[src/design/ymodem_crc_block_sender_core_defines.svh]
// assertion macros shared by the sender core
`ifndef YMODEM_CRC_BLOCK_SENDER_CORE_DEFINES_SVH
`define YMODEM_CRC_BLOCK_SENDER_CORE_DEFINES_SVH

// implication checked at every clock edge outside reset
`define YCSB_ASSERT_IMPLIES(label, ante, cons) \
	label: assert property (@(posedge clk) disable iff (!arst_n) (ante) |-> (cons)) \
		else $error("sender core check failed");

// implication whose consequent is checked in the cycle after the antecedent
`define YCSB_ASSERT_NEXT(label, ante, cons) \
	label: assert property (@(posedge clk) disable iff (!arst_n) (ante) |=> (cons)) \
		else $error("sender core check failed");

`endif

[src/design/ycsb_pkg.sv]
// shared types, constants and crc function of the ymodem sender core
package ycsb_pkg;

	localparam int LARGE_BLOCK_BYTES = 1024;
	localparam int SMALL_BLOCK_BYTES = 128;
	localparam int CNT_W  = $clog2(LARGE_BLOCK_BYTES) + 1;
	localparam int ADDR_W = $clog2(LARGE_BLOCK_BYTES);
	localparam int QUEUE_DEPTH = 2;

	localparam logic [7:0] BYTE_SOH  = 8'h01;
	localparam logic [7:0] BYTE_STX  = 8'h02;
	localparam logic [7:0] BYTE_EOT  = 8'h04;
	localparam logic [7:0] BYTE_ACK  = 8'h06;
	localparam logic [7:0] BYTE_C    = 8'h43;
	localparam logic [15:0] CRC_POLY = 16'h1021;

	localparam logic [15:0] READY_TIMEOUT_RST = 16'd10000;
	localparam logic [15:0] ACK_TIMEOUT_RST   = 16'd5000;

	// input mode codes
	localparam logic [2:0] MODE_TICK    = 3'd0;
	localparam logic [2:0] MODE_RX      = 3'd1;
	localparam logic [2:0] MODE_PAYLOAD = 3'd2;
	localparam logic [2:0] MODE_EOF     = 3'd3;
	localparam logic [2:0] MODE_PULL    = 3'd4;
	localparam logic [2:0] MODE_RESTART = 3'd5;

	// configuration register indexes
	localparam logic REG_READY_TIMEOUT = 1'b0;
	localparam logic REG_ACK_TIMEOUT   = 1'b1;

	localparam logic [1:0] STATUS_BUSY = 2'd0;
	localparam logic [1:0] STATUS_DONE = 2'd1;
	localparam logic [1:0] STATUS_FAIL = 2'd2;

	localparam logic [2:0] CAUSE_NONE       = 3'd0;
	localparam logic [2:0] CAUSE_NOT_READY  = 3'd1;
	localparam logic [2:0] CAUSE_HEADER_ACK = 3'd2;
	localparam logic [2:0] CAUSE_DATA_ACK   = 3'd3;
	localparam logic [2:0] CAUSE_EOT_ACK    = 3'd4;

	typedef enum logic [1:0] {
		CTX_FINAL, CTX_HEADER, CTX_DATA, CTX_EOT
	} ctx_t;

	typedef enum logic [2:0] {
		PH_LOAD_HEADER, PH_WAIT_READY, PH_SEND_FRAME, PH_WAIT_ACK,
		PH_LOAD_CHUNK, PH_SEND_EOT, PH_DONE, PH_FAILED
	} phase_t;

	typedef enum logic [2:0] {
		CMD_NOP, CMD_TICK, CMD_RX_C, CMD_RX_ACK, CMD_PAYLOAD,
		CMD_EOF, CMD_PULL, CMD_RESTART
	} cmd_t;

	typedef struct packed {
		cmd_t       kind;
		logic [7:0] value;
		logic       last;
	} word_t;

	typedef struct packed {
		logic       tx_valid;
		logic [7:0] tx_byte;
		logic [1:0] status;
		logic [2:0] fail_cause;
	} result_t;

	// crc-16/xmodem update over one byte
	function automatic logic [15:0] crc_byte(input logic [15:0] crc, input logic [7:0] b);
		logic [15:0] c;
		c = crc ^ {b, 8'h00};
		for (int i = 0; i < 8; i++) begin
			c = c[15] ? ({c[14:0], 1'b0} ^ CRC_POLY) : {c[14:0], 1'b0};
		end
		return c;
	endfunction

endpackage

[src/design/ycsb_front.sv]
// front end: input handshake and classification of words into commands
module ycsb_front import ycsb_pkg::*; (
	input  logic       in_valid,
	output logic       in_ready,
	input  logic [2:0] mode,
	input  logic [7:0] value,
	input  logic       last,
	input  logic       q_full,
	output logic       push,
	output word_t      push_word
);

	// accept whenever the queue has room
	assign in_ready = !q_full;
	assign push     = in_valid && !q_full;

	// classify the word
	always_comb begin
		push_word.value = value;
		push_word.last  = last;
		case (mode)
			MODE_TICK:    push_word.kind = CMD_TICK;
			MODE_RX: begin
				if (value == BYTE_C) begin
					push_word.kind = CMD_RX_C;
				end else if (value == BYTE_ACK) begin
					push_word.kind = CMD_RX_ACK;
				end else begin
					push_word.kind = CMD_NOP;
				end
			end
			MODE_PAYLOAD: push_word.kind = CMD_PAYLOAD;
			MODE_EOF:     push_word.kind = CMD_EOF;
			MODE_PULL:    push_word.kind = CMD_PULL;
			MODE_RESTART: push_word.kind = CMD_RESTART;
			default:      push_word.kind = CMD_NOP;
		endcase
	end

endmodule

[config.mk]
export PLATFORM = sky130hd
export DESIGN_NAME = ycsb_front
export DESIGN_NICKNAME = d
export VERILOG_FILES = /design/src/design/ymodem_crc_block_sender_core_defines.svh /design/src/design/ycsb_pkg.sv /design/src/design/ycsb_front.sv
export SDC_FILE = /design/constraint.sdc
export NUM_CORES = 1
export LEC_CHECK = 0
export BUFFER_PORTS_ARGS = -buffer_cell sky130_fd_sc_hd__buf_2
export CAP_MARGIN = 10
export CORE_AREA = 5 5 42 44
export DETAILED_ROUTE_END_ITERATION = 16
export DIE_AREA = 0 0 47 49
export PLACE_DENSITY = 0.56
export SLEW_MARGIN = 5
export SYNTH_ARGS = -nofsm -noshare
export SYNTH_HDL_FRONTEND = slang
export SYNTH_SLANG_ARGS = --single-unit
[constraint.sdc]
create_clock -name vclk -period 0.8
set_input_delay 0.04 -clock vclk [all_inputs]
set_output_delay 0.04 -clock vclk [all_outputs]
set_load 0.005 [all_outputs]
Word level (Yosys, flattened, before mapping)
Cells that the tools add are included.

Equality and inequality tests: 7. Mux-type cells: 3. Reductions and logical operators: 3.

Operators by type and width (count): one-hot mux 3 bit (6 select lines) (1); equality test 8 x 3 -> 1 bit, second input constant (1); equality test 8 x 7 -> 1 bit, second input constant (1); equality test 3 x 2 -> 1 bit, second input constant (2); equality test 3 bit, second input constant (2); 2-to-1 mux 2 bit (2); equality test 3 x 1 -> 1 bit, second input constant (1); zero test 3 bit (1); logical AND 1 bit (1); zero test 1 bit (1).

Flip-flop bits (word level): 0. Logic and storage cells: 13. Bits of input ports: 14. Output and inout bits: 14.

Longest topological paths before layout
Gate-level depths: netlist of run 1.

Depth after elaboration: 4. Depth in mapped cells: 3. Gate-level depth less buffers: 3.

Least setup slack after synthesis of run 1
Ideal clock, no wire load.

Kind: input -> output. Start: input port value[0]. End: output port push_word[10] (netlist bit). Stages: 3. Data arrival time: 523 ps. Data required time: 760 ps. Path slack: 237 ps. Cells stage by stage: nor3b_2 -> o2111ai_1 -> a21oi_1.

RTL lines: start: declaration (line ycsb_front.sv:6) `input logic [7:0] value,`; end: declaration (line ycsb_front.sv:10) `output word_t push_word`.

==> results of run 1 <==
[cell usage after synthesis]
| cell type | count |
|---|---|
| nor3b_2 | 1 |
| nor2_1 | 1 |
| a21oi_1 | 2 |
| inv_1 | 3 |
| o2111ai_1 | 1 |
| xor2_1 | 1 |
| nor2b_1 | 1 |
| nor3b_4 | 1 |
| buf_4 | 9 |
| nand3_1 | 1 |
| and3b_2 | 1 |
| maj3_2 | 1 |
| nor3_1 | 1 |
[per-layer routing]
metal | global-route usage | up-vias | share of wire
met2 | 0.0701 | 16 | 0.42
li1 | - | 107 | -
met3 | 0.00369 | 0 | 0.21
met5 | 0 | - | 0
met4 | 0 | 0 | 0
met1 | 0.0543 | 85 | 0.37
[power breakdown]
part	switching (mW)	internal, mW
clock	0	0
combinational	0.0562	0.0840
sequential	0	0
total	0.0562	0.0840
[final cells by class]
type	instances	area, µm²	share of cell area
Multi-Input combinational cell	12	113	0.369
Timing Repair Buffer	26	161	0.529
Tap cell	16	20.0	0.0656
Inverter	3	11.3	0.0369
[worst paths after layout]
check | endpoint | cells after the start | from
setup / recovery | push_word[10] | 5 | value[2]
hold / removal | push_word[0] | 0 | last
[per-stage QoR]
stage	std cells	total power, mW	util
after detailed placement	57	0.120	0.187
after global routing	57	0.154	0.218
after floorplan	24	0.0691	-
after global placement	57	0.118	0.187
after CTS	57	0.143	0.218
final	57	0.140	0.218
[cell families after synthesis]
family	count (synthesis)	synth area share
buf+inv	12	0.441
xor+xnor	1	0.0490
fa+ha+maj	1	0.0629
simple gates	7	0.343
compound gates	3	0.105
[placed cells by master (no fill, tap or decap), drive strengths merged]
cell type	synthesis	layout
a21oi	2	2
and3b	1	1
buf	9	26
inv	3	3
maj3	1	1
nand3	1	1
nor2	1	1
nor2b	1	1
nor3	1	1
nor3b	2	2
o2111ai	1	1
xor2	1	1
[what timing repair did]
item	4_1_cts	5_1_grt
setup endpoints to repair	1	2
resized for setup	7	0
pin swaps	4	0
==> flow_metrics.tcl, run 1 <==
set metrics [dict create \
    cp_top_family "compound AO/OA/AOI/OAI gates" \
    avgSynthCellArea_um2 7.46 \
    max_slew_margin 0.876 \
    max_slew.worst_pin.slew_ns 0.186 \
    regArea_um2 0 \
    first_global_vias 184 \
    drv_cap 0 \
    maxSlewViolCount 0 \
    ios 28 \
    synth_top_cell_by_area "buf_4" \
    max-vdd-ir-drop_mv 0.157 \
    portBuffers 26 \
    drcViolationCount 0 \
    grt_pass1_wl_um 752 \
    core_area_um2 1400 \
    power.leakage_nw 0.165 \
    holdBufCountCts 0 \
    antenna_cells 0 \
    crit_path_end_kind "primary output" \
    syn-num-nets 38 \
    critPathBufInv 2 \
    seq_cells 0 \
    synth_cell_types 13 \
    place_ws_ns -0.0408 \
    via_per_inst 3.65 \
    path_class "input port to primary output" \
    synth_largest_type_area_fraction 0.378 \
    layout_setup_ws_ns 0.0127 \
    die_area_um2 2300 \
    rsz0062_at_grt "yes" \
    crit_chain "buf_6, and3b_2, o2111ai_2, a21oi_1, buf_2" \
    design_area_um2 305 \
    first_pass_iters 2 \
    drive_above_1_share 0.756 \
    setup_viol 0 \
    whs_ns 0.0800 \
    worstSetupStartpointType "input port" \
    clock_buffers 0 \
    hold_path.class "input port to primary output" \
    synthesis.area_um2 179 \
    placement.cell_area_um2 262 \
    max_stage_delay_ns 0.22 \
    postCtsSetupBuffers 0 \
    arrival_ns 0.75 \
    synth.area.top_cells "buf_4, nor3b_4, nor3b_2" \
    fillers 164 \
    fmax_ghz 1.27 \
    grt_use_total 0.0400 \
    antenna_found_initial 0 \
    area_delta_synth_final_pct 70.6 \
    status "finished, final reports clean" \
    min_period_ns 0.787 \
    grt_max_degree 5 \
    overflow 0 \
    die_h_um 49 \
    start_util 0.128 \
    final_hold_viol_count 0 \
    ys_warn_count 0 \
    wl_per_cell_um 8.95 \
    crit_path_top_delay_cell "and3b_2" \
    wirelength_um 510 \
    drtIter0Drc 1 \
    totalNegativeSetupSlack_ns 0 \
    crit_required_ns 0.76 \
    die_w_um 47 \
    vias 208 \
    dp_hpwl_um 467 \
    fin_crit_sh 0.984 \
    ant_nets 0 \
    nets 57 \
    cp_max_fo 3 \
    powerDensity_nw_per_um2 459 \
    seq_area_frac_synth 0 \
    row_count 14 \
    netlist_instances 24 \
    gp_congestion 0.666 \
]
Note: power is estimated with default switching activity, not from simulation.
==> run 2: changes to the inputs <==
==> constraint.sdc (replaced) <==
create_clock -name vclk -period 0.9
set_input_delay 0.045 -clock vclk [all_inputs]
set_output_delay 0.045 -clock vclk [all_outputs]
set_load 0.005 [all_outputs]
==> run 2 against run 1 <==
Effect of this change: worst hold slack gained 0.010 ns; setup slack gained 0.070 ns; flip-flop and latch count is the same; combinational power shrank 15%; design area shrank 4.1%; count of clock-buffer cells in the layout is the same; final cell count is the same; sequential share of layout area is the same; via count shrank 2.4%; non-clock buffer count is the same; die area is the same; global-route usage shrank 0.35 points.
==> flow_metrics.tcl, run 2 (same netlist as run 1, synthesis figures left out) <==
set metrics [dict create \
    via_per_inst 3.56 \
    status "finished, final reports clean" \
    max_slew_margin 0.876 \
    seq_cells 0 \
    die_h_um 49 \
    ios 28 \
    drive_above_1_share 0.756 \
    start_util 0.128 \
    dp_hpwl_um 467 \
    power.leakage_nw 0.161 \
    nets 57 \
    placement.cell_area_um2 262 \
    layout_common_cells "buf_2, inv_1, buf_6, nor3b_4, a21oi_1" \
    holdPathEnd "push_word[0]" \
    worstSetupStartpointType "input port" \
    hold_start "last" \
    fmax_ghz 1.22 \
    antenna_cells 0 \
    whs_ns 0.0900 \
    gp_congestion 0.666 \
    maxSlewViolCount 0 \
    drtIter0Drc 1 \
    area_delta_synth_final_pct 63.6 \
    fin_crit_sh 0.908 \
    first_global_vias 163 \
    grt_pass1_wl_um 676 \
    min_period_ns 0.817 \
    grt_use_total 0.0365 \
    row_count 14 \
    die_w_um 47 \
    layout_setup_ws_ns 0.0828 \
    final_hold_viol_count 0 \
    vias 203 \
    final_common_cell "buf_2" \
    overflow 0 \
    rsz0062_at_grt "no" \
    power_uw 119 \
    antenna_found_initial 0 \
    core_area_um2 1400 \
    cp_max_fo 3 \
    wl_per_cell_um 8.93 \
    max_slew.worst_pin.slew_ns 0.186 \
    clock_buffers 0 \
    setup_viol 0 \
    crit_path_end_kind "primary output" \
    hold_path.class "input port to primary output" \
    postCtsSetupBuffers 0 \
    cts_resized 0 \
    drcViolationCount 0 \
    place_ws_ns 0.0492 \
    regArea_um2 0 \
    totalNegativeSetupSlack_ns 0 \
    powerDensity_nw_per_um2 407 \
    arrival_ns 0.77 \
    wirelength_um 509 \
    hold_depth 0 \
    first_pass_iters 2 \
    path_class "input port to primary output" \
    grt_max_degree 5 \
    design_area_um2 293 \
    crit_required_ns 0.85 \
    die_area_um2 2300 \
    drv_cap 0 \
    max-vdd-ir-drop_mv 0.139 \
    portBuffers 26 \
    ant_nets 0 \
    holdBufCountCts 0 \
]
[run 2: worst max-delay path by stage]
stage / from / end / slack, ns / cells after the start
finish: value[0] / push_word[10] / 0.08 / 5
global route: value[5] / push_word[10] / 0.0004 / 5
CTS: value[0] / push_word[10] / 0.04 / 5
detailed placement: value[0] / push_word[10] / 0.05 / 5
global placement: value[0] / push_word[10] / 0.08 / 5
floorplan: value[0] / push_word[10] / 0.33 / 3
[run 2: per-layer routing]
| layer | track usage | routed length, µm | vias to the layer above |
|---|---|---|---|
| met5 | 0 | 0 | - |
| met3 | 0.00369 | 103 | 0 |
| li1 | - | - | 106 |
| met1 | 0.0500 | 197 | 81 |
| met4 | 0 | 0 | 0 |
| met2 | 0.0633 | 208 | 16 |
[run 2: layout make-up]
cell class	count	area [µm²]
fill	163	1110
inverter	3	11.3
multi-input combinational	12	113
tap	16	20.0
timing repair buffer	26	149
[run 2: stage by stage]
stage               instances  utilization
finish                     57        0.209
global placement           57        0.187
detailed placement         57        0.187
CTS                        57        0.187
floorplan                  24            -
global route               57        0.209
[run 2: report_power, final]
| group | switching, mW | total [mW] | internal (mW) |
|---|---|---|---|
| Clock | 0 | 0 | 0 |
| Combinational | 0.0497 | 0.119 | 0.0693 |
| Sequential | 0 | 0 | 0 |
| Total | 0.0497 | 0.119 | 0.0693 |
[run 2: worst max-delay path: stages]
cell	delay, ns
buf_2	0.12
nor3b_4	0.19
o2111ai_2	0.14
a21oi_1	0.14
buf_2	0.13
