File: config.mk
export PLATFORM = sky130hd
export DESIGN_NAME = ycsb_queue
export DESIGN_NICKNAME = d
export VERILOG_FILES = /design/src/design/ymodem_crc_block_sender_core_defines.svh /design/src/design/ycsb_pkg.sv /design/src/design/ycsb_queue.sv
export SDC_FILE = /design/constraint.sdc
export NUM_CORES = 1
export LEC_CHECK = 0
export BUFFER_PORTS_ARGS = -buffer_cell sky130_fd_sc_hd__buf_2
export CAP_MARGIN = 30
export CORE_UTILIZATION = 50
export CTS_CLUSTER_SIZE = 25
export DETAILED_ROUTE_END_ITERATION = 6
export GPL_TIMING_DRIVEN = 0
export PLACE_DENSITY_LB_ADDON = 0.05
export REMOVE_ABC_BUFFERS = 1
export SLEW_MARGIN = 15
export SYNTH_ARGS = -nofsm -noshare
export SYNTH_HDL_FRONTEND = slang
export SYNTH_SLANG_ARGS = --single-unit
File: constraint.sdc
create_clock -name clk -period 1.7 [get_ports clk]
set_input_delay 0 -clock clk [delete_from_list [all_inputs] [get_ports clk]]
set_output_delay 0 -clock clk [all_outputs]
set_load 0.03 [all_outputs]
File: src/design/ymodem_crc_block_sender_core_defines.svh
// assertion macros shared by the sender core
`ifndef YMODEM_CRC_BLOCK_SENDER_CORE_DEFINES_SVH
`define YMODEM_CRC_BLOCK_SENDER_CORE_DEFINES_SVH

// implication checked at every clock edge outside reset
`define YCSB_ASSERT_IMPLIES(label, ante, cons) \
	label: assert property (@(posedge clk) disable iff (!arst_n) (ante) |-> (cons)) \
		else $error("sender core check failed");

// implication whose consequent is checked in the cycle after the antecedent
`define YCSB_ASSERT_NEXT(label, ante, cons) \
	label: assert property (@(posedge clk) disable iff (!arst_n) (ante) |=> (cons)) \
		else $error("sender core check failed");

`endif

File: src/design/ycsb_pkg.sv
// shared types, constants and crc function of the ymodem sender core
package ycsb_pkg;

	localparam int LARGE_BLOCK_BYTES = 1024;
	localparam int SMALL_BLOCK_BYTES = 128;
	localparam int CNT_W  = $clog2(LARGE_BLOCK_BYTES) + 1;
	localparam int ADDR_W = $clog2(LARGE_BLOCK_BYTES);
	localparam int QUEUE_DEPTH = 2;

	localparam logic [7:0] BYTE_SOH  = 8'h01;
	localparam logic [7:0] BYTE_STX  = 8'h02;
	localparam logic [7:0] BYTE_EOT  = 8'h04;
	localparam logic [7:0] BYTE_ACK  = 8'h06;
	localparam logic [7:0] BYTE_C    = 8'h43;
	localparam logic [15:0] CRC_POLY = 16'h1021;

	localparam logic [15:0] READY_TIMEOUT_RST = 16'd10000;
	localparam logic [15:0] ACK_TIMEOUT_RST   = 16'd5000;

	// input mode codes
	localparam logic [2:0] MODE_TICK    = 3'd0;
	localparam logic [2:0] MODE_RX      = 3'd1;
	localparam logic [2:0] MODE_PAYLOAD = 3'd2;
	localparam logic [2:0] MODE_EOF     = 3'd3;
	localparam logic [2:0] MODE_PULL    = 3'd4;
	localparam logic [2:0] MODE_RESTART = 3'd5;

	// configuration register indexes
	localparam logic REG_READY_TIMEOUT = 1'b0;
	localparam logic REG_ACK_TIMEOUT   = 1'b1;

	localparam logic [1:0] STATUS_BUSY = 2'd0;
	localparam logic [1:0] STATUS_DONE = 2'd1;
	localparam logic [1:0] STATUS_FAIL = 2'd2;

	localparam logic [2:0] CAUSE_NONE       = 3'd0;
	localparam logic [2:0] CAUSE_NOT_READY  = 3'd1;
	localparam logic [2:0] CAUSE_HEADER_ACK = 3'd2;
	localparam logic [2:0] CAUSE_DATA_ACK   = 3'd3;
	localparam logic [2:0] CAUSE_EOT_ACK    = 3'd4;

	typedef enum logic [1:0] {
		CTX_FINAL, CTX_HEADER, CTX_DATA, CTX_EOT
	} ctx_t;

	typedef enum logic [2:0] {
		PH_LOAD_HEADER, PH_WAIT_READY, PH_SEND_FRAME, PH_WAIT_ACK,
		PH_LOAD_CHUNK, PH_SEND_EOT, PH_DONE, PH_FAILED
	} phase_t;

	typedef enum logic [2:0] {
		CMD_NOP, CMD_TICK, CMD_RX_C, CMD_RX_ACK, CMD_PAYLOAD,
		CMD_EOF, CMD_PULL, CMD_RESTART
	} cmd_t;

	typedef struct packed {
		cmd_t       kind;
		logic [7:0] value;
		logic       last;
	} word_t;

	typedef struct packed {
		logic       tx_valid;
		logic [7:0] tx_byte;
		logic [1:0] status;
		logic [2:0] fail_cause;
	} result_t;

	// crc-16/xmodem update over one byte
	function automatic logic [15:0] crc_byte(input logic [15:0] crc, input logic [7:0] b);
		logic [15:0] c;
		c = crc ^ {b, 8'h00};
		for (int i = 0; i < 8; i++) begin
			c = c[15] ? ({c[14:0], 1'b0} ^ CRC_POLY) : {c[14:0], 1'b0};
		end
		return c;
	endfunction

endpackage

File: src/design/ycsb_queue.sv
// two-entry command queue between front and back
module ycsb_queue import ycsb_pkg::*; (
	input  logic  clk,
	input  logic  arst_n,
	input  logic  push,
	input  word_t push_word,
	input  logic  pop,
	output logic  full,
	output logic  not_empty,
	output word_t head
);

	localparam int PTR_W = $clog2(QUEUE_DEPTH);

	word_t              slot_q [QUEUE_DEPTH];
	logic [PTR_W-1:0]   wptr_q;
	logic [PTR_W-1:0]   rptr_q;
	logic [PTR_W:0]     count_q;

	assign full      = (count_q == (PTR_W+1)'(QUEUE_DEPTH));
	assign not_empty = (count_q != '0);
	assign head      = slot_q[rptr_q];

	// pointers and fill count
	always_ff @(posedge clk or negedge arst_n) begin
		if (!arst_n) begin
			wptr_q  <= '0;
			rptr_q  <= '0;
			count_q <= '0;
		end else begin
			if (push) begin
				wptr_q <= wptr_q + 1'b1;
			end
			if (pop) begin
				rptr_q <= rptr_q + 1'b1;
			end
			if (push && !pop) begin
				count_q <= count_q + 1'b1;
			end else if (pop && !push) begin
				count_q <= count_q - 1'b1;
			end
		end
	end

	// payload storage
	always_ff @(posedge clk) begin
		if (push) begin
			slot_q[wptr_q] <= push_word;
		end
	end

endmodule

# Word-level counts from Yosys, hierarchy flattened

Memory sizes are Yosys's and may differ from the RTL's.
Cells that the tools add are included.

Memory bits (writable): 24
Flip-flop bits (word level): 4
Memories: 1
Input bits: 16

Muxes and demuxes: 4
Reduce and logical (&&, ||, !) cells: 6
Add/subtract/negate cells: 4
Eq/ne operators: 1

Memories:

| memory | words | bits a word | read ports | clocked after memory_dff | write ports | line             | source |
|---|---|---|---|---|---|---|---|
| slot_q | 2     | 12          | 1          | 0                        | 1           | ycsb_queue.sv:15 | `word_t slot_q [QUEUE_DEPTH];` |

Operator list:

| operator            | count |
|---|---|
| $mux 2              | 2 |
| $reduce_bool 2->1   | 2 |
| $add 1x1->1 const B | 2 |
| $add 2x1->2 const B | 1 |
| $eq 2x2->1 const B  | 1 |
| $logic_and 1x1->1   | 2 |
| $logic_not 1->1     | 2 |
| $mux 1              | 2 |
| $sub 2x1->2 const B | 1 |

# Logic depth before layout (Yosys ltp)

Gate-level depths: netlist of run 1.

Depth in word-level cells: 4
Depth in mapped cells: 5
Mapped depth without buffers: 5

# Least setup slack after synthesis of run 1

Ideal clock, no wire load.

Path kind: reg-to-reg
Start point: reg wptr_q
End point: mem slot_q[0][0] (netlist bit) (enable)
Data required time: 1.318 ns
Slack: 0.355 ns
Data arrival time: 0.963 ns
Clock period less this slack: 1.345 ns
Stages on the path, launching flop included: 2
Cell sequence: dfrtp_1 nor2b_1

RTL lines:

| what                   | line             | source |
|---|---|---|
| start, declared        | ycsb_queue.sv:16 | `logic [PTR_W-1:0] wptr_q;` |
| start signal, assigned | ycsb_queue.sv:32 | `wptr_q <= wptr_q + 1'b1;` |
| end, declared          | ycsb_queue.sv:15 |  |

No word-level cell before the write port.

==> summary.txt, run 1 <==
Outcome
  • Status: completed

Die
  • Core area: 2000 um2
  • Starting Density: 0.544
  • Die area: 2370 um2
  • Io pins: 30
  • Die height: 48.7 um
  • Die Wd: 48.7 um
  • FP Rows: 16

Power and ir drop
  • Combinational Power Share: 0.386
  • Clk pwr share: 0.136
  • Sequential share of power: 0.478
  • Pwr Total: 2.22 mW
  • Pwr per Cell Area: 1510 nW/um2
  • Max VDD drop: 0.967 mV
  • Switch share: 0.351
  • Lkg Pwr: 0.610 nW
  • Net Switching: 0.777 mW
  • P_int: 1.44 mW

Critical path
  • Critical Path Max Stage Delay: 620 ps
  • Worst path arrival time: 1490 ps
  • Critical Path Sink Type: primary output
  • Worst Path Max Fanout: 13
  • Delay-heaviest family, CP: flip-flops
  • Critical path class: flip-flop to primary output
  • Crit path launch type: flip-flop
  • Slowest CP cell: dfrtp_2
  • WP buf/inv: 1
  • Crit path cell chain: mux2_2, buf_2
  • Req. time, crit path: 1700 ps

Timing
  • Least-Margin Pin Slew: 550 ps
  • Unrepaired setup endpoints after global routing: false
  • Max-slew violation count: 0
  • Final Hold Fails: 0
  • Worst Slack Setup Final: 214 ps
  • Clock Skew: 6.21 ps
  • Final setup viols: 0
  • Rel. slew slack: 0.634
  • Setup TNS Final: 0 ps
  • Final min period: 1490 ps
  • Final worst-path cycle share: 0.874
  • Max Clk Rate: 0.673 GHz

Synthesis
  • Mean Syn Cell Area: 20.6 um2
  • Synth Instances: 53
  • Yosys cell types: 13
  • Synth Register Bits: 28
  • Top cells by area, synth: edfxtp_1, mux2_4, dfrtp_1, xor2_1, mux2_2
  • Synthesized area: 1090 um2
  • Synth area leader: edfxtp_1
  • Sequential share of the synthesized area: 0.753
  • Top cell type's share of synthesized area: 0.661
  • Synth Warn #: 0

Final layout
  • Most frequent cells in the layout: buf_2, edfxtp_1, dlygate4sd3_1
  • Fin area: 1470 um2
  • Synth-to-layout area growth: 34.6%
  • Commonest non-fill, non-tap cell in the layout: buf_2
  • Final net count: 120
  • Fillers: 130
  • Fraction of layout cells with a size suffix above 1: 0.471
  • Ant. Diodes: 0
  • Post-layout util: 0.733

Placement
  • Total placed instance area: 1270 um2
  • Routability cong.: 0.635
  • IO buf count: 29
  • Post-DP HPWL: 995 um
  • Pre-CTS WS: 327 ps

Clocking
  • Clock Latency Late Sink: 310 ps
  • CTS clk-pin slew, worst paths: 140 ps
  • CTS max path bufs: 2
  • Post-CTS setup buffers: 0
  • Total CTS buffers: 3
  • CTS tree: built
  • H-tree depth: 1
  • CTS Sinks: 28
  • CTS root buf: clkbuf_4

Route
  • DR WL/cell: 12.2 um
  • Via count: 604
  • Drt via density: 4.68
  • DRT Wirelength: 1.58 mm
  • DRC Markers: 0
  • Initial DRC count: 6
  • First-pass iteration count of the detailed router: 4
  • Final ANT Viol Nets: 0

Global routing
  • Initial antenna violation count: 0
  • Largest net degree at the start of global routing: 16
  • First-pass GRT wire length: 2.59 mm
  • Grt total ovfl: 0
  • Number of global-route vias before repair: 587
  • GRT Total Usage: 0.146

Run
  • Max-Cap Viols: 0

Worst hold path
  • Worst hold-check path type: primary input to flip-flop
==> power groups by stage <==
stage	sequential [mW]	combinational [mW]	clock, mW
2_1_floorplan	1.05	0.645	0
3_3_place_gp	1.07	0.823	0
3_5_place_dp	1.08	0.839	0
4_1_cts	1.07	0.866	0.313
5_1_grt	1.09	0.903	0.335
6_report	1.06	0.856	0.301
==> through the flow <==
stage | hold WS [ps] | instances
finish | 405 | 129
global route | 393 | 129
CTS | 390 | 129
detailed placement | -189 | 109
global placement | -188 | 108
floorplan | -296 | 52
==> cells in the mapped netlist <==
master     n
or2_2      1
mux2_4     9
nor2_1     1
xor2_1     4
edfxtp_1  24
and2_1     1
xnor2_1    1
buf_6      1
nor2b_1    2
inv_1      1
mux2_2     3
dfrtp_1    4
ha_1       1
==> layer usage <==
| metal | routed length (um) | share of wire | vias up | GRT usage |
|---|---|---|---|---|
| li1 | - | - | 292 | - |
| met1 | 659 | 0.42 | 291 | 0.184 |
| met2 | 847 | 0.54 | 21 | 0.259 |
| met3 | 71 | 0.045 | 0 | 0.0314 |
| met4 | 0 | 0 | 0 | 0.0294 |
| met5 | 0 | 0 | - | 0 |
==> path summary, 6_finish.rpt <==
kind | startpoint | depth (start not counted) | slack (ps) | endpoint
max | rptr_q | 2 | 210 | head[0]
min | push_word[7] | 2 | 410 | slot_q[0][7]
max reg2reg | wptr_q | 2 | 390 | slot_q[0][3]
min reg2reg | count_q[1] | 1 | 490 | count_q[1]
max in group asynchronous | arst_n | 3 | 940 | rptr_q
min in group asynchronous | arst_n | 3 | 560 | wptr_q
==> worst reg2reg max path: stages (launching register included) <==
cell and delay [ps]:
dfrtp_1 420, nor2b_1 410, buf_6 210
==> timing repair <==
item                                   in CTS  in global routing
setup endpoints to repair                   3                  0
gates resized for setup                     1                  0
endpoints found under the hold margin      30                  0
hold buffers                               16                  0
==> area by class of cell <==
cell class | count | area, um2 | share of cell area
sequential | 28 | 822 | 0.561
tap | 27 | 33.8 | 0.0230
multi-input combinational | 23 | 254 | 0.173
timing repair buffer | 46 | 317 | 0.216
inverter | 1 | 3.75 | 0.00256
clock buffer | 4 | 36.3 | 0.0247
==> flip-flops by register name (all words and copies together) (netlist names) <==
register,flops
count_q,2
slot_q,24
rptr_q,1
wptr_q,1
==> cell families after synthesis <==
family        Yosys count  share of synthesized area
simple gates            5                     0.0264
buf+inv                 2                     0.0138
flops                  28                      0.753
fa+ha+maj               1                     0.0115
mux                    12                      0.155
xor+xnor                5                     0.0402
Power figures use the tool's default switching activity.
==> run 2: changes to the inputs <==
Settings changed: CORE_UTILIZATION 50 to 45.
Clock period 1.7 ns to 1.3 ns, I/O delays scaled along.
==> run 2 against run 1 <==
The run now ends with negative setup slack left. First-iteration DRC count fell by 17%. Global-route usage rose by 0.099 points. Core utilization fell by 2.7 points. Design area rose by 8.5%. Register-to-register slack got worse by 260 ps. Via count rose by 2.0%. Highest routed layer unchanged. Hold slack got worse by 17 ps. Wire length rose by 9.6%. Critical path type unchanged. Sequential power rose by 25%. Critical endpoint is now head[10]. Critical path depth rose by 1. Final cell count rose by 4.7%. Sequential share of layout area fell by 4.2 points.
==> summary.txt, run 2 (same netlist as run 1, synthesis figures left out) <==
Timing
  • Worst Slack Setup Final: -137 ps (-351 ps)
  • Rel. slew slack: 0.804 (+0.171)
  • Least-Margin Pin Slew: 292 ps (-257 ps)
  • Clock Skew: 0.887 ps (-5.32 ps)
  • Final worst-path cycle share: 1.11
  • Final min period: 1440 ps
  • Final Hold Fails: 0 (unchanged)
  • Unrepaired setup endpoints after global routing: true
  • Max Clk Rate: 0.696 GHz
  • Max-slew violation count: 0 (unchanged)
  • Final setup viols: 12 (+12)

Clocking
  • CTS Sinks: 28 (unchanged)
  • CTS tree: built
  • CTS root buf: clkbuf_4
  • Total CTS buffers: 3 (unchanged)
  • Clock Latency Late Sink: 320 ps (about the same)
  • H-tree depth: 1 (unchanged)
  • CTS max path bufs: 2 (unchanged)
  • CTS clk-pin slew, worst paths: 140 ps (about the same)

Die
  • FP Rows: 17 (+1)
  • Core area: 2250 um2 (+13%)
  • Die Wd: 51.2 um (+5.2%)
  • Io pins: 30 (unchanged)
  • Die height: 51.2 um (+5.2%)
  • Starting Density: 0.483 (-0.0610)
  • Die area: 2620 um2 (+11%)

Critical path
  • Worst Path Max Fanout: 4 (-9)
  • Critical Path Sink Type: primary output
  • Flop-to-flop setup slack: 130 ps (-260 ps)
  • Critical path class: flip-flop to primary output
  • Worst path arrival time: 1440 ps (-50 ps)
  • Crit path launch type: flip-flop
  • Req. time, crit path: 1300 ps (-400 ps)

Final layout
  • Fillers: 171 (+32%)
  • Final net count: 125 (+4.2%)
  • Biggest regs: slot_q x24, count_q x2
  • Largest register by flop count: slot_q
  • Most frequent cells in the layout: edfxtp_1, buf_2, dlygate4sd3_1
  • Non-filler instance count after layout: 135 (+4.7%)
  • Max FFs per register: 24 (unchanged)
  • Fraction of layout cells with a size suffix above 1: 0.505 (+0.0341)
  • Commonest non-fill, non-tap cell in the layout: edfxtp_1
  • Synth-to-layout area growth: 46.0%
  • Multi-input gate area: 258 um2 (+1.5%)
  • Ant. Diodes: 0 (unchanged)
  • Reg area: 825 um2 (+0.30%)

Global routing
  • Grt met1 use: 0.188 (+0.00364)
  • Met3 track demand over resource: 0.0208 (-0.0106)
  • Grt total ovfl: 0 (unchanged)
  • First-pass GRT wire length: 2.74 mm (+5.6%)
  • Number of global-route vias before repair: 637 (+8.5%)
  • Largest net degree at the start of global routing: 16 (unchanged)
  • GRT Total Usage: 0.147 (+0.000987)
  • Initial antenna violation count: 0 (unchanged)
  • GR Util met2: 0.254 (-0.00487)
  • Gr busiest metal: met2

Route
  • Via count: 616 (+2.0%)
  • Final ANT Viol Nets: 0 (unchanged)
  • First-pass iteration count of the detailed router: 3 (-1)
  • DRC Markers: 0 (unchanged)
  • Drt via density: 4.56 (-2.5%)
  • DR WL/cell: 12.8 um (+4.7%)
  • DRT Wirelength: 1.73 mm (+9.6%)
  • Initial DRC count: 5 (-1)

Outcome
  • Status: complete, but fails checks
  • Failing checks: negative setup slack

Placement
  • IO buf count: 29 (unchanged)
  • Placed Cells: 110 (+0.92%)
  • Routability cong.: 0.614 (-3.4%)
  • Post-DP HPWL: 1.03 mm (+3.0%)

Run
  • Max-Cap Viols: 0 (unchanged)

Worst hold path
  • Worst hold-check path type: primary input to flip-flop

Power and ir drop
  • Lkg Pwr: 0.660 nW (+8.3%)
  • Max VDD drop: 1.43 mV (+47%)
  • Pwr Total: 3.27 mW (+48%)
  • Pwr per Cell Area: 2060 nW/um2 (+36%)
run 2: metrics by stage:
stage / hold slack, ps / setup WS (ps) / instance area (um2) / TNS, ps / utilization
after floorplan: -296 / -45.0 / 1080 / -540 / -
after global placement: -188 / -365 / 1260 / -4750 / 0.558
after detailed placement: -188 / -85.1 / 1270 / -804 / 0.563
after CTS: 365 / -154 / 1590 / -1700 / 0.706
after global routing: 377 / -176 / 1590 / -1930 / 0.706
final: 389 / -137 / 1590 / -1480 / 0.706
run 2: per-layer routing:
layer  part of all wire  vias up
li1                   -      303
met1               0.41      297
met2               0.56       16
met3              0.031        0
met4                  0        0
met5                  0        -
run 2: report_power, final:
part	switching (mW)	total, mW	internal [mW]
Sequential	0.108	1.33	1.22
Clock	0.242	0.354	0.112
Combinational	0.766	1.59	0.824
Total	1.12	3.27	2.16
run 2: final timing paths:
kind,to,cells after the start,from
worst max-delay path,head[10],3,rptr_q
worst min-delay path,rptr_q,3,pop
worst max register to register,slot_q[0][2],2,wptr_q
worst min register to register,count_q[1],1,count_q[1]
max in group asynchronous,rptr_q,3,arst_n
min in group asynchronous,rptr_q,3,arst_n
run 2: worst max-delay path, cell delays in order, from the launching register on:
cell     delay, ps
dfrtp_4        530
buf_6          140
mux2_4         300
buf_6          140
run 2: what timing repair did:
action,in CTS,in global routing
hold buffers,16,0
endpoints found under the setup margin,20,12
resized for setup,32,0
setup buffers,5,0
endpoints found under the hold margin,30,0
run 2: cell type report:
| cell class | instances | share of cell area |
|---|---|---|
| Timing Repair Buffer | 51 | 0.279 |
| Multi-Input combinational cell | 23 | 0.162 |
| Inverter | 1 | 0.00236 |
| Sequential cell | 28 | 0.518 |
| Clock buffer | 3 | 0.0142 |
| Clock inverter | 1 | 0.00236 |
| Tap cell | 28 | 0.0220 |
